$ cat src/design/srls_pkg.sv
// Package for the spectrum to RGB level smoother: payload types, register
// indexes and fixed-point constants. No dependencies.
package srls_pkg;

  typedef struct packed {
    logic        operation;
    logic [7:0]  bin_index;
    logic [15:0] bin_amplitude;
    logic [16:0] green_weight;
    logic [15:0] loudness_gain;
    logic        last_of_frame;
    logic [19:0] frame_time_us;
  } srls_in_t;

  typedef struct packed {
    logic [11:0] red_level;
    logic [11:0] green_level;
    logic [11:0] blue_level;
  } srls_out_t;

  localparam logic OP_WRITE  = 1'b0;
  localparam logic OP_SAMPLE = 1'b1;

  localparam logic [2:0] REG_RED_SCALE   = 3'd0;
  localparam logic [2:0] REG_BLUE_SCALE  = 3'd1;
  localparam logic [2:0] REG_OVERALL     = 3'd2;
  localparam logic [2:0] REG_LIMIT       = 3'd3;
  localparam logic [2:0] REG_PIVOT       = 3'd4;
  localparam logic [2:0] REG_RISE        = 3'd5;
  localparam logic [2:0] REG_FALL        = 3'd6;

  localparam logic [47:0] SUM_MAX = {48{1'b1}};
  localparam logic [16:0] W_ONE   = 17'h10000;

endpackage

$ cat src/design/srls_divider.sv
// Restoring divider, one quotient bit per cycle, for the frame-end math.
// Depends on srls_pkg only through the shared house style.
module srls_divider import srls_pkg::*; #(
  parameter int NW = 64,
  parameter int DW = 40
) (
  input  logic          clk_i,
  input  logic          rst_ni,
  input  logic          start_i,
  input  logic [NW-1:0] num_i,
  input  logic [DW-1:0] den_i,
  output logic          done_o,
  output logic [NW-1:0] quo_o
);
  localparam int CW = $clog2(NW + 1);

  logic [NW-1:0] quo_q, quo_d;
  logic [DW:0]   rem_q, rem_d;
  logic [DW-1:0] den_q;
  logic [CW-1:0] cnt_q, cnt_d;
  logic          busy_q, busy_d, done_q, done_d;
  logic [DW:0]   trial;

  always_comb begin
    quo_d  = quo_q;
    rem_d  = rem_q;
    cnt_d  = cnt_q;
    busy_d = busy_q;
    done_d = 1'b0;
    trial  = {rem_q[DW-1:0], quo_q[NW-1]};
    if (start_i) begin
      quo_d  = num_i;
      rem_d  = '0;
      cnt_d  = CW'(NW);
      busy_d = 1'b1;
    end else if (busy_q) begin
      if (trial >= {1'b0, den_q}) begin
        rem_d = trial - {1'b0, den_q};
        quo_d = {quo_q[NW-2:0], 1'b1};
      end else begin
        rem_d = trial;
        quo_d = {quo_q[NW-2:0], 1'b0};
      end
      cnt_d = cnt_q - 1'b1;
      if (cnt_q == CW'(1)) begin
        busy_d = 1'b0;
        done_d = 1'b1;
      end
    end
  end

  always_ff @(posedge clk_i or negedge rst_ni) begin
    if (!rst_ni) begin
      busy_q <= 1'b0;
      done_q <= 1'b0;
      cnt_q  <= '0;
    end else begin
      busy_q <= busy_d;
      done_q <= done_d;
      cnt_q  <= cnt_d;
    end
  end

  always_ff @(posedge clk_i) begin
    quo_q <= quo_d;
    rem_q <= rem_d;
    if (start_i) den_q <= den_i;
  end

  assign done_o = done_q;
  assign quo_o  = quo_q;
endmodule

$ cat config.mk
export PLATFORM = sky130hd
export DESIGN_NAME = srls_divider
export DESIGN_NICKNAME = d
export VERILOG_FILES = /design/src/design/srls_pkg.sv /design/src/design/srls_divider.sv
export SDC_FILE = /design/constraint.sdc
export NUM_CORES = 1
export LEC_CHECK = 0
export ABC_CLOCK_PERIOD_IN_PS = 7900
export BUFFER_PORTS_ARGS = -buffer_cell sky130_fd_sc_hd__buf_2
export CAP_MARGIN = 20
export CORE_AREA = 2 2 181 112
export DETAILED_ROUTE_END_ITERATION = 8
export DIE_AREA = 0 0 183 114
export MAX_ROUTING_LAYER = met4
export PLACE_DENSITY = 0.67
export SYNTH_ARGS = -nofsm -noshare
export SYNTH_HDL_FRONTEND = slang
export SYNTH_SLANG_ARGS = --single-unit
$ cat constraint.sdc
create_clock -name clk_i -period 7.9 [get_ports clk_i]
set_input_delay 0.395 -clock clk_i [delete_from_list [all_inputs] [get_ports clk_i]]
set_output_delay 0.395 -clock clk_i [all_outputs]
set_load 0.02 [all_outputs]
==> summary.md <==
| Metric | Value |
|---|---|
| Startpoint types | `flop` |
| Final Hold Viols | `0` |
| Vias | `6456` |
| Async set-reset flop share out of synthesis | `5.882%` |
| Netlist Area Pre-Place | `8513 sq um` |
| Peak supply drop | `0.1668 mV` |
| Fmax | `0.2795 GHz` |
| Placed insts | `1168` |
| Post-synthesis sequential area ratio | `48.74%` |
| CTS tree | `done` |
| Final GP Congestion | `0.8948` |
| Post-synthesis cell count | `780` |
| Cts-stage hold buffer count | `1` |
| Max_cap viols | `0` |
| Post-route DRC | `0` |
| Multi-input gate area | `3976 sq um` |
| H-tree levels | `4` |
| Adder-cell share of the synthesized area | `6.408%` |
| Worst-path clk slew | `0.07 ns` |
| FF-to-FF path depth | `11` |
| Post-synth EDFFs | `104` |
| Crit share post-route | `45.28%` |
| RSZ-0062 raised after global routing | `false` |
| Port Buffers | `171` |
| Setup crit end kind | `flop` |
| Register Area | `4150 sq um` |
| Critical path peak fanout | `5` |
| DIE HEIGHT | `114 um` |
| Synthesized net count | `930` |
| Critical path's largest stage delay | `0.69 ns` |
| Hold WC Path Type | `in -> reg` |
| Num CTS Buffers | `17` |
| Fin cells | `1203` |
| Post-CTS sizing | `0` |
| Total GRT Usage | `20.84%` |
| Worst path cell trace | `inv_1 > ha_1 > nor2b_1 > o31a_1 > o31a_1 > a221oi_1 > a21oi_1 > a211oi_1 > o21ai_0 > xnor2_1 > o21ai_0` |
| CTS Root Cell | `clkbuf_16` |
| Synth Area in Compound Gates | `14.39%` |
| Max Used Layer | `met4` |
| Post-DR vias/cell | `5.367` |
| Post-Syn Area per Cell | `10.91 sq um` |
| Slew margin rel. | `43.35%` |
| Chip width | `183 um` |
| Yosys warning count | `0` |
| Layout area overhead | `19.27%` |
| Setup TNS | `0 ns` |
| Drt first pass iters | `4` |
| Slew at the pin closest to its max-slew limit | `0.8497 ns` |
| Initial DRC Count | `482` |
| Latest clock arrival within the worst-skew pair | `0.43 ns` |
| Die area | `20860 sq um` |
| DP Area | `9544 sq um` |
| Setup Fix Bufs, Post-CTS | `0` |
| Crit path kind | `reg -> reg` |
| Mux cell area share after synthesis | `12.23%` |
| Pwr/cell area | `330.8 nW/um^2` |
| Cell area after layout | `10150 sq um` |
| Layout cells sized above 1 | `29.26%` |
| Final Net Count | `1087` |
| Routed wire length | `20430 um` |
| CTS sink count | `153` |
| Fin. max-slew vios | `0` |
| Dpl hpwl | `14870 um` |
| Setup-failing EPs final | `0` |
| Routed wire per std cell | `16.98 um` |
| CP required | `8.21 ns` |
| Row cnt | `40` |
| Metal2 WL | `8463 um` |
| Yosys reg bits | `153` |
| First-pass GRT wire length | `32660 um` |
| Top_reg_cell synth | `edfxtp_1` |
| Met3 wire length | `1297 um` |
| Crit path DAT | `3.89 ns` |
| Status | `finished clean` |
| CORE AREA | `19420 sq um` |
| Largest family of logic cells by synthesized area | `compound AO/OA/AOI/OAI gates` |
| Met1 WL | `10460 um` |
| Hold path depth | `1` |
| Initial antenna violation count | `1` |
| Vias in the first global route | `6178` |
| Clock Path Buffers | `2` |
| Final Power | `3.359 mW` |
| CP max stage cell | `a211oi_1` |
| Number of fill cells in the layout | `1740` |
| Synth Area in Simple Gates | `9.656%` |
| Largest net degree at the start of global routing | `87` |
| Global route overflow | `0` |
| Io pins | `172` |
| Post-synthesis cell type count | `59` |
| Final ANT Viol Nets | `0` |
| Clock Skews | `0.01720 ns` |
| Initial Util | `43.84%` |
| Pleak | `4.353 nW` |
| Time the worst path needs with I/O delays and setup | `3.577 ns` |
| Synth Area in XOR/XNOR | `4.012%` |
layout by cell type (no fill, tap or decap), types with 4 or more instances in the layout:
master / instances
clkbuf_8: 4
buf_4: 4
a31oi_1: 4
a21o_1: 15
dfrtp_1: 8
o21ai_1: 4
o21a_1: 6
nor2b_1: 4
dfxtp_1: 40
a211oi_1: 35
nand3_1: 12
and2_1: 4
and3_1: 6
a21oi_1: 49
a311oi_1: 4
nand2_1: 40
inv_1: 55
ha_1: 42
buf_2: 170
nand2b_1: 8
nor4_1: 7
nor2_1: 62
o21bai_1: 7
nor3_1: 9
mux2_2: 64
clkbuf_16: 17
nand4_1: 9
xnor2_1: 24
o21ai_0: 29
xor2_1: 15
mux2i_1: 32
edfxtp_1: 104
power by group:
group | switching, mW | internal (mW)
Clock | 0.332 | 0.470
Combinational | 0.805 | 0.599
Sequential | 0.119 | 1.03
cell type report:
cell class	count	area share, %
Sequential cell	153	40.87
Multi-Input combinational cell	532	39.16
Timing Repair Buffer	177	9.082
Clock buffer	24	4.843
Tap cell	252	3.105
Inverter	56	2.070
Clock inverter	8	0.8380
Antenna cell	1	0.02465
final timing paths:
| kind | startpoint | endpoint | slack, ns |
|---|---|---|---|
| max | den_q[1] | rem_q[35] | 4.32 |
| min | den_i[9] | den_q[9] | 0.13 |
| max reg2reg | den_q[1] | rem_q[35] | 4.32 |
| min reg2reg | rem_q[32] | rem_q[32] | 0.47 |
| max in group asynchronous | rst_ni | busy_q | 7.35 |
| min in group asynchronous | rst_ni | cnt_q[3] | 0.35 |
worst max-delay path: cells and delay by family (launching register included):
family	cells	cell delay, ns
adders and majority gates	1	0.25
AOI/OAI and AO/OA	7	2.42
buffers and inverters	1	0.10
and+or+nand+nor	1	0.15
DFF	1	0.35
xor gates and xnor gates	1	0.18
synthesized netlist by cell type (3+ instances only):
library cell,number,area [sq um]
buf_6,4,45.04
mux2i_1,32,320.3
dfrtp_1,9,225.2
and2_1,4,25.02
nor3_1,9,45.04
nand2b_1,8,50.05
nand4b_1,3,26.28
xor2_1,15,131.4
inv_1,56,210.2
a31oi_1,4,25.02
nand3_1,12,60.06
o21ai_0,29,145.1
edfxtp_1,104,3123
a32oi_1,3,26.28
a21o_1,16,120.1
a311oi_1,4,35.03
a211oi_1,35,262.8
clkbuf_1,32,120.1
o211ai_1,3,22.52
o21a_1,6,45.04
o21bai_1,7,52.55
dfxtp_1,40,800.8
nand4_1,9,56.30
o21ai_1,4,20.02
mux2_2,64,720.7
a211o_1,3,26.28
nand2_1,40,150.1
ha_1,42,525.5
and3_1,6,37.54
xnor2_1,24,210.2
nor4_1,7,43.79
nor2_1,62,232.7
nor2b_1,4,25.02
a21oi_1,49,245.2
routing by layer:
layer / vias to the layer above / track usage [%]
met5: - / -
met4: 0 / 5.387
met3: 14 / 5.332
met2: 198 / 28.66
met1: 3037 / 30.38
li1: 3207 / -
metrics by stage:
stage / worst slack, ns / util, % / hold WS, ns
detailed placement: 4.204 / 49.15 / 0.2623
CTS: 4.193 / 52.17 / 0.1002
finish: 4.323 / 52.29 / 0.1306
global route: 4.128 / 52.29 / 0.1073
global placement: 4.335 / 49.15 / 0.2592
floorplan: 4.773 / - / 0.09941
registers in the layout, indices dropped and copies added, names as in the netlist:
name,cells
quo_o,64
busy_q,1
cnt_q,7
den_q,40
rem_q,40
done_o,1
cell families (layout without fill, tap and decap cells):
| family | count (synthesis) | in the layout |
|---|---|---|
| mux | 96 | 96 |
| compound gates | 181 | 181 |
| other cells | 0 | 1 |
| flops | 153 | 153 |
| simple gates | 173 | 173 |
| xor+xnor | 39 | 39 |
| fa+ha+maj | 43 | 43 |
| buf+inv | 95 | 265 |
Note: power is estimated with default switching activity, not from simulation.
